===== src/hdl/pair_distance_histogram_unit_assert.svh =====
// assertion macros for the pair distance histogram unit
// used by the top level only; expects a clock named clk and a reset named rst
`ifndef PAIR_DISTANCE_HISTOGRAM_UNIT_ASSERT_SVH
`define PAIR_DISTANCE_HISTOGRAM_UNIT_ASSERT_SVH

`ifndef SYNTHESIS
`define PDH_ASSERT(label, cond) \
  label: assert property (@(posedge clk) disable iff (rst) (cond)) \
    else $error("pdh assertion failed");
`define PDH_ASSERT_NEXT(label, trig, cond) \
  label: assert property (@(posedge clk) disable iff (rst) (trig) |=> (cond)) \
    else $error("pdh assertion failed");
`else
`define PDH_ASSERT(label, cond)
`define PDH_ASSERT_NEXT(label, trig, cond)
`endif

`endif


===== src/hdl/pdh_pkg.sv =====
// shared constants, payload types and control structs of the pair distance histogram unit
// no dependencies; used by pdh_ctrl, pdh_datapath and the top level
package pdh_pkg;

  localparam int MAX_POINTS = 4096;
  localparam int PT_AW      = $clog2(MAX_POINTS);
  localparam int PT_CW      = PT_AW + 1;
  localparam int NUM_BINS   = 64;
  localparam int BIN_AW     = 6;
  localparam int NB_W       = 7;
  localparam int QUO_W      = NB_W + 1;
  localparam int STEP_W     = $clog2(QUO_W);
  localparam int COORD_W    = 32;
  localparam int COUNT_W    = 25;
  localparam int WIDTH_W    = 31;
  localparam int SMALL_W    = 16;
  localparam int DIV_W      = WIDTH_W + QUO_W;
  localparam int CFG_IDX_W  = 2;
  localparam int CFG_DATA_W = 31;

  localparam logic [COUNT_W-1:0] COUNT_MAX = '1;

  localparam logic [WIDTH_W-1:0] BIN_WIDTH_RST = 31'd524;
  localparam logic [SMALL_W-1:0] SMALL_RST     = 16'd7;
  localparam logic [NB_W-1:0]    BINS_RST      = 7'd50;

  localparam logic [1:0] KIND_LOAD_A = 2'd0;
  localparam logic [1:0] KIND_LOAD_B = 2'd1;
  localparam logic [1:0] KIND_START  = 2'd2;
  localparam logic [1:0] KIND_CLEAR  = 2'd3;

  localparam logic [CFG_IDX_W-1:0] REG_MODE      = 2'd0;
  localparam logic [CFG_IDX_W-1:0] REG_BIN_WIDTH = 2'd1;
  localparam logic [CFG_IDX_W-1:0] REG_SMALL     = 2'd2;
  localparam logic [CFG_IDX_W-1:0] REG_BINS      = 2'd3;

  typedef struct packed {
    logic [1:0]                kind;
    logic signed [COORD_W-1:0] coordinate;
  } req_t;

  typedef struct packed {
    logic [BIN_AW-1:0]  bin_index;
    logic [COUNT_W-1:0] pair_count;
    logic               last;
  } rsp_t;

  typedef struct packed {
    logic               mode;
    logic [WIDTH_W-1:0] bin_width;
    logic [SMALL_W-1:0] small_distance;
    logic [NB_W-1:0]    bins_in_use;
  } cfg_t;

  typedef struct packed {
    logic                      load_a;
    logic                      load_b;
    logic                      clear_sets;
    logic signed [COORD_W-1:0] point;
    logic                      rd_pts;
    logic [PT_AW-1:0]          addr_i;
    logic [PT_AW-1:0]          addr_j;
    logic                      calc_dist;
    logic                      div_step;
    logic [STEP_W-1:0]         step;
    logic                      hist_clr;
    logic                      hist_sample;
    logic                      hist_inc;
    logic                      emit_sel;
    logic [BIN_AW-1:0]         bin_addr;
    logic                      out_load;
    logic                      out_last;
  } dp_cmd_t;

  typedef struct packed {
    logic [PT_CW-1:0] count_a;
    logic [PT_CW-1:0] count_b;
  } dp_status_t;

  function automatic logic [NB_W-1:0] eff_bins(input logic [NB_W-1:0] b);
    if (int'(b) > NUM_BINS) begin
      return NB_W'(NUM_BINS);
    end
    return b;
  endfunction

  function automatic logic [WIDTH_W-1:0] eff_width(input logic [WIDTH_W-1:0] w);
    return (w == '0) ? WIDTH_W'(1) : w;
  endfunction

endpackage


===== src/hdl/pdh_ctrl.sv =====
// controller of the pair distance histogram unit: handshakes, pair loop, clear and emit sequencing
// depends on pdh_pkg; drives the datapath through pdh_pkg::dp_cmd_t
module pdh_ctrl (
  input  logic                clk,
  input  logic                rst,
  input  logic                req_valid,
  input  pdh_pkg::req_t       req,
  output logic                req_stall,
  output logic                rsp_valid,
  input  logic                rsp_stall,
  input  pdh_pkg::cfg_t       cfg,
  input  pdh_pkg::dp_status_t status,
  output pdh_pkg::dp_cmd_t    cmd
);

  typedef enum logic [3:0] {
    S_IDLE,
    S_CLEAR,
    S_PAIR_NEXT,
    S_PAIR_DIST,
    S_PAIR_DIV,
    S_HIST_READ,
    S_HIST_WRITE,
    S_EMIT_READ,
    S_EMIT_LOAD,
    S_EMIT_HOLD
  } state_t;

  state_t                      state;
  logic [pdh_pkg::PT_CW-1:0]   i;
  logic [pdh_pkg::PT_CW-1:0]   j;
  logic [pdh_pkg::NB_W-1:0]    bin;
  logic [pdh_pkg::STEP_W-1:0]  step;

  logic                        accept;
  logic [pdh_pkg::NB_W-1:0]    nb;
  logic [pdh_pkg::PT_CW-1:0]   jlim;
  logic                        row_done;
  logic                        all_done;
  logic                        last_bin;

  assign req_stall = (state != S_IDLE);
  assign accept    = req_valid && !req_stall;
  assign nb        = pdh_pkg::eff_bins(cfg.bins_in_use);
  // auto mode walks j below i, cross mode walks all of set b
  assign jlim      = cfg.mode ? status.count_b : i;
  assign row_done  = (j >= jlim);
  assign all_done  = (i >= status.count_a);
  assign last_bin  = ((bin + pdh_pkg::NB_W'(1)) == nb);

  always_comb begin
    cmd             = '0;
    cmd.point       = req.coordinate;
    cmd.addr_i      = i[pdh_pkg::PT_AW-1:0];
    cmd.addr_j      = j[pdh_pkg::PT_AW-1:0];
    cmd.step        = step;
    cmd.bin_addr    = bin[pdh_pkg::BIN_AW-1:0];
    cmd.out_last    = last_bin;
    unique case (state)
      S_IDLE: begin
        if (accept) begin
          case (req.kind)
            pdh_pkg::KIND_LOAD_A: cmd.load_a     = 1'b1;
            pdh_pkg::KIND_LOAD_B: cmd.load_b     = 1'b1;
            pdh_pkg::KIND_CLEAR:  cmd.clear_sets = 1'b1;
            default: ;
          endcase
        end
      end
      S_CLEAR:      cmd.hist_clr    = 1'b1;
      S_PAIR_NEXT:  cmd.rd_pts      = !all_done && !row_done;
      S_PAIR_DIST:  cmd.calc_dist   = 1'b1;
      S_PAIR_DIV:   cmd.div_step    = 1'b1;
      S_HIST_READ:  cmd.hist_sample = 1'b1;
      S_HIST_WRITE: cmd.hist_inc    = 1'b1;
      S_EMIT_READ:  cmd.emit_sel    = 1'b1;
      S_EMIT_LOAD:  cmd.out_load    = 1'b1;
      default: ;
    endcase
  end

  always_ff @(posedge clk) begin
    if (rst) begin
      state     <= S_IDLE;
      rsp_valid <= 1'b0;
      i         <= '0;
      j         <= '0;
      bin       <= '0;
      step      <= '0;
    end else begin
      unique case (state)
        S_IDLE: begin
          if (accept && req.kind == pdh_pkg::KIND_START) begin
            bin   <= '0;
            state <= S_CLEAR;
          end
        end
        S_CLEAR: begin
          if (bin == pdh_pkg::NB_W'(pdh_pkg::NUM_BINS - 1)) begin
            bin   <= '0;
            i     <= '0;
            j     <= '0;
            state <= (nb == '0) ? S_IDLE : S_PAIR_NEXT;
          end else begin
            bin <= bin + pdh_pkg::NB_W'(1);
          end
        end
        S_PAIR_NEXT: begin
          if (all_done) begin
            state <= S_EMIT_READ;
          end else if (row_done) begin
            i <= i + pdh_pkg::PT_CW'(1);
            j <= '0;
          end else begin
            state <= S_PAIR_DIST;
          end
        end
        S_PAIR_DIST: begin
          step  <= pdh_pkg::STEP_W'(pdh_pkg::QUO_W - 1);
          state <= S_PAIR_DIV;
        end
        S_PAIR_DIV: begin
          if (step == '0) begin
            state <= S_HIST_READ;
          end else begin
            step <= step - pdh_pkg::STEP_W'(1);
          end
        end
        S_HIST_READ: state <= S_HIST_WRITE;
        S_HIST_WRITE: begin
          j     <= j + pdh_pkg::PT_CW'(1);
          state <= S_PAIR_NEXT;
        end
        S_EMIT_READ: state <= S_EMIT_LOAD;
        S_EMIT_LOAD: begin
          rsp_valid <= 1'b1;
          state     <= S_EMIT_HOLD;
        end
        S_EMIT_HOLD: begin
          if (!rsp_stall) begin
            rsp_valid <= 1'b0;
            if (last_bin) begin
              state <= S_IDLE;
            end else begin
              bin   <= bin + pdh_pkg::NB_W'(1);
              state <= S_EMIT_READ;
            end
          end
        end
        default: state <= S_IDLE;
      endcase
    end
  end

endmodule


===== config.mk =====
export PLATFORM = sky130hd
export DESIGN_NAME = pdh_ctrl
export DESIGN_NICKNAME = d
export VERILOG_FILES = /design/src/hdl/pair_distance_histogram_unit_assert.svh /design/src/hdl/pdh_pkg.sv /design/src/hdl/pdh_ctrl.sv
export SDC_FILE = /design/constraint.sdc
export NUM_CORES = 1
export LEC_CHECK = 0
export ABC_AREA = 1
export BUFFER_PORTS_ARGS = -buffer_cell sky130_fd_sc_hd__buf_2
export CAP_MARGIN = 20
export CELL_PAD_IN_SITES_DETAIL_PLACEMENT = 1
export CELL_PAD_IN_SITES_GLOBAL_PLACEMENT = 2
export CORE_ASPECT_RATIO = 1.25
export CORE_MARGIN = 2
export CORE_UTILIZATION = 24
export CTS_CLUSTER_DIAMETER = 100
export DETAILED_ROUTE_END_ITERATION = 6
export GPL_ROUTABILITY_DRIVEN = 0
export HOLD_SLACK_MARGIN = 0.06
export PLACE_DENSITY_LB_ADDON = 0.2
export SYNTH_ARGS = -nofsm -noshare
export SYNTH_HDL_FRONTEND = slang
export SYNTH_SLANG_ARGS = --single-unit

===== constraint.sdc =====
create_clock -name clk -period 4.82 [get_ports clk]
set_clock_uncertainty 0.2 [all_clocks]
set_input_delay 0.964 -clock clk [delete_from_list [all_inputs] [get_ports clk]]
set_output_delay 0.964 -clock clk [all_outputs]
set_load 0.05 [all_outputs]

==> flow_summary.yaml <==
detailed_routing:
  firstDrtPassIters: 4
  avgViaCountPerCell: 4.52
  route.antenna.remaining_nets: 0
  drc: 0
  vias: 3998
  drt_iter0_drc: 140
  wl_per_cell_um: 14.7
  routed_wl_mm: 13.0
finish:
  antenna_cells: 0
  drive_gt1_frac: 0.173
  final_cell_mix: "163 x nand2_1, 86 x buf_2, 82 x inv_1"
  fin_nets: 818
  final-seq-area_um2: 821
  finalNonFillerCells: 885
  areaGrowthSynthToFinish_pct: 9.08
  final_common_cell: "nand2_1"
  fillers: 2145
  multi_input_area_um2: 2310
  final_util: 0.268
timing:
  tns_ps: 0
  setup_viol: 0
  final-hold-violation-count: 0
  grt_setup_unrepaired: "false"
  fmaxAchievable_ghz: 0.236
  relSlewSlack: 0.544
  slew_viol_final: 0
  setup_ws_ps: 584
  worst_pin_slew_ps: 681
  min_period_ps: 4240
  worst_hold_slack_ps: 289
  min_period_over_period: 0.879
run:
  drv_cap: 0
placed_design:
  hpwl_mm: 10.4
  place_worst_setup_slack_ps: 611
  dp.cells: 877
  io_buffers: 86
floorplan:
  num_io_pins: 198
  start_util: 0.246
  die-height_um: 148
  die_area_um2: 17700
  core_um2: 16300
  die_x_um: 119
  rows: 52
clock_network:
  clock_path_buffers: 2
  insertion_delay_ps: 300
  cts_num_sinks: 41
  clockRootBuffer: "clkbuf_16"
  cts_max_level: 2
  cts-buffers-inserted: 5
  ctsHoldBuffers: 0
  cts_resized: 0
  clkTransAtPathRegs_ps: 60
  post-cts-setup-buffers: 0
  tritoncts: "built"
power:
  irDropWorstVdd_uv: 176
  internal-power_mw: 0.776
  power_density_nw_per_um2: 316
  p_leak_nw: 2.15
  share_seq_of_total_power: 0.294
  p_sw_frac: 0.437
  p_sw_mw: 0.603
  p_comb_frac: 0.402
  p_clk_frac: 0.304
synthesis:
  muxShareOfSynthArea: 0.00752
  synth-compound-area-share: 0.0958
  synthAdderAreaFrac: 0.0971
  yosysUniqueCellTypes: 30
  synth.avg_cell_area_um2: 6.17
  synth-seq-cells: 41
  synthesis.area_um2: 4000
  synthSimpleGateAreaFrac: 0.359
  ys_seq_area_frac: 0.205
  synth_xor_area_frac: 0.0197
  yosysWarningCount: 0
  netlist_instances: 647
  synth_nets: 797
  synth_top_family_by_area: "simple AND/OR/NAND/NOR gates"
setup_path:
  reg2reg_from: "i[8]$_SDFFE_PP0P_"
  cp-end-kind: "output pin"
  cp.required_ps: 3660
  arrival_ps: 3070
  worst-path-max-fanout: 23
  worst_setup_path_start_kind: "input pin"
  path_class: "input pin to output pin"
  cp-startpoint: "cfg[54]"
grt:
  grt-ovfl-total: 0
  grt_pass1_vias: 4222
  grt_use_total: 0.149
  grt_pass1_wl_mm: 21.2
  antenna_found_initial: 0
  grt_max_degree: 29
outcome:
  status: "finished, final reports clean"
min_path:
  worstHoldPathType: "flip-flop to flip-flop"
  hp-start: "rsp_valid$_SDFFE_PP0P_"
==> registers in the layout (all words and copies together) (netlist names) <==
register	count
i	13
j	13
bin	7
state	4
step	3
rsp_valid	1
==> cells by family after synthesis <==
group                    count (synthesis)
buffers and inverters                  162
adder cells (fa/ha/maj)                 31
XOR/XNOR                                 9
multiplexers                             3
AND/OR/NAND/NOR                        325
flip-flops                              41
AO/OA/AOI/OAI                           76
==> synthesized netlist by cell type, drive strengths merged <==
| cell | instances | area share |
|---|---|---|
| dfxtp | 41 | 0.21 |
| buf | 67 | 0.13 |
| inv | 86 | 0.081 |
| nor3b | 2 | 0.0038 |
| nand2 | 166 | 0.16 |
| clkinv | 2 | 0.0022 |
| mux2i | 3 | 0.0075 |
| nand3 | 43 | 0.060 |
| ha | 31 | 0.097 |
| o21bai | 1 | 0.0019 |
| xor2 | 9 | 0.020 |
| nand3b | 3 | 0.0056 |
| clkbuf | 7 | 0.0066 |
| nand4 | 14 | 0.022 |
| and3 | 1 | 0.0016 |
| nor3 | 22 | 0.030 |
| o21ai | 18 | 0.023 |
| a21oi | 57 | 0.071 |
| or2 | 2 | 0.0031 |
| nor2 | 72 | 0.075 |
==> critical path, cell delays in order <==
cell and delay [ps]:
buf_2 350, nor2_1 90, a21oi_1 160, ha_1 280, a21oi_1 120, o21ai_0 90
o21ai_0 350, nand4_1 240, nor2_1 130, buf_2 290
==> area by class of cell <==
| class | count | share of cell area |
|---|---|---|
| Multi-Input combinational cell | 444 | 0.531 |
| Sequential cell | 41 | 0.188 |
| Tap cell | 216 | 0.0620 |
| Clock inverter | 2 | 0.00861 |
| Inverter | 88 | 0.0761 |
| Timing Repair Buffer | 88 | 0.102 |
| Clock buffer | 6 | 0.0319 |
==> layer usage <==
| metal | vias up | wire (µm) | track usage |
|---|---|---|---|
| met1 | 1855 | 5670 | 0.171 |
| met3 | 14 | 579 | 0.0395 |
| met4 | 0 | 190 | 0.0418 |
| met5 | - | 0 | 0 |
| met2 | 83 | 6530 | 0.273 |
| li1 | 2046 | - | - |
==> power groups by stage <==
stage / Sequential, mW / Clock (mW) / Combinational [mW]
floorplan: 0.401 / 0 / 0.526
global placement: 0.414 / 0 / 0.553
detailed placement: 0.414 / 0 / 0.564
CTS: 0.407 / 0.435 / 0.566
global route: 0.412 / 0.447 / 0.624
finish: 0.406 / 0.420 / 0.554
==> metrics by stage <==
stage / cell area, µm² / power [mW]
after global placement: 4180 / 0.966
after CTS: 4360 / 1.41
after floorplan: 4000 / 0.927
final: 4360 / 1.38
after detailed placement: 4180 / 0.978
after global routing: 4360 / 1.48
==> final timing paths <==
kind	endpoint	slack (ps)	cells after the start
worst min-delay path	rsp_valid$_SDFFE_PP0P_	290	2
worst max register to register	i[1]$_SDFFE_PP0P_	1770	11
worst min register to register	rsp_valid$_SDFFE_PP0P_	290	2
worst max-delay path	cmd[41]	580	10
Power figures use the tool's default switching activity.
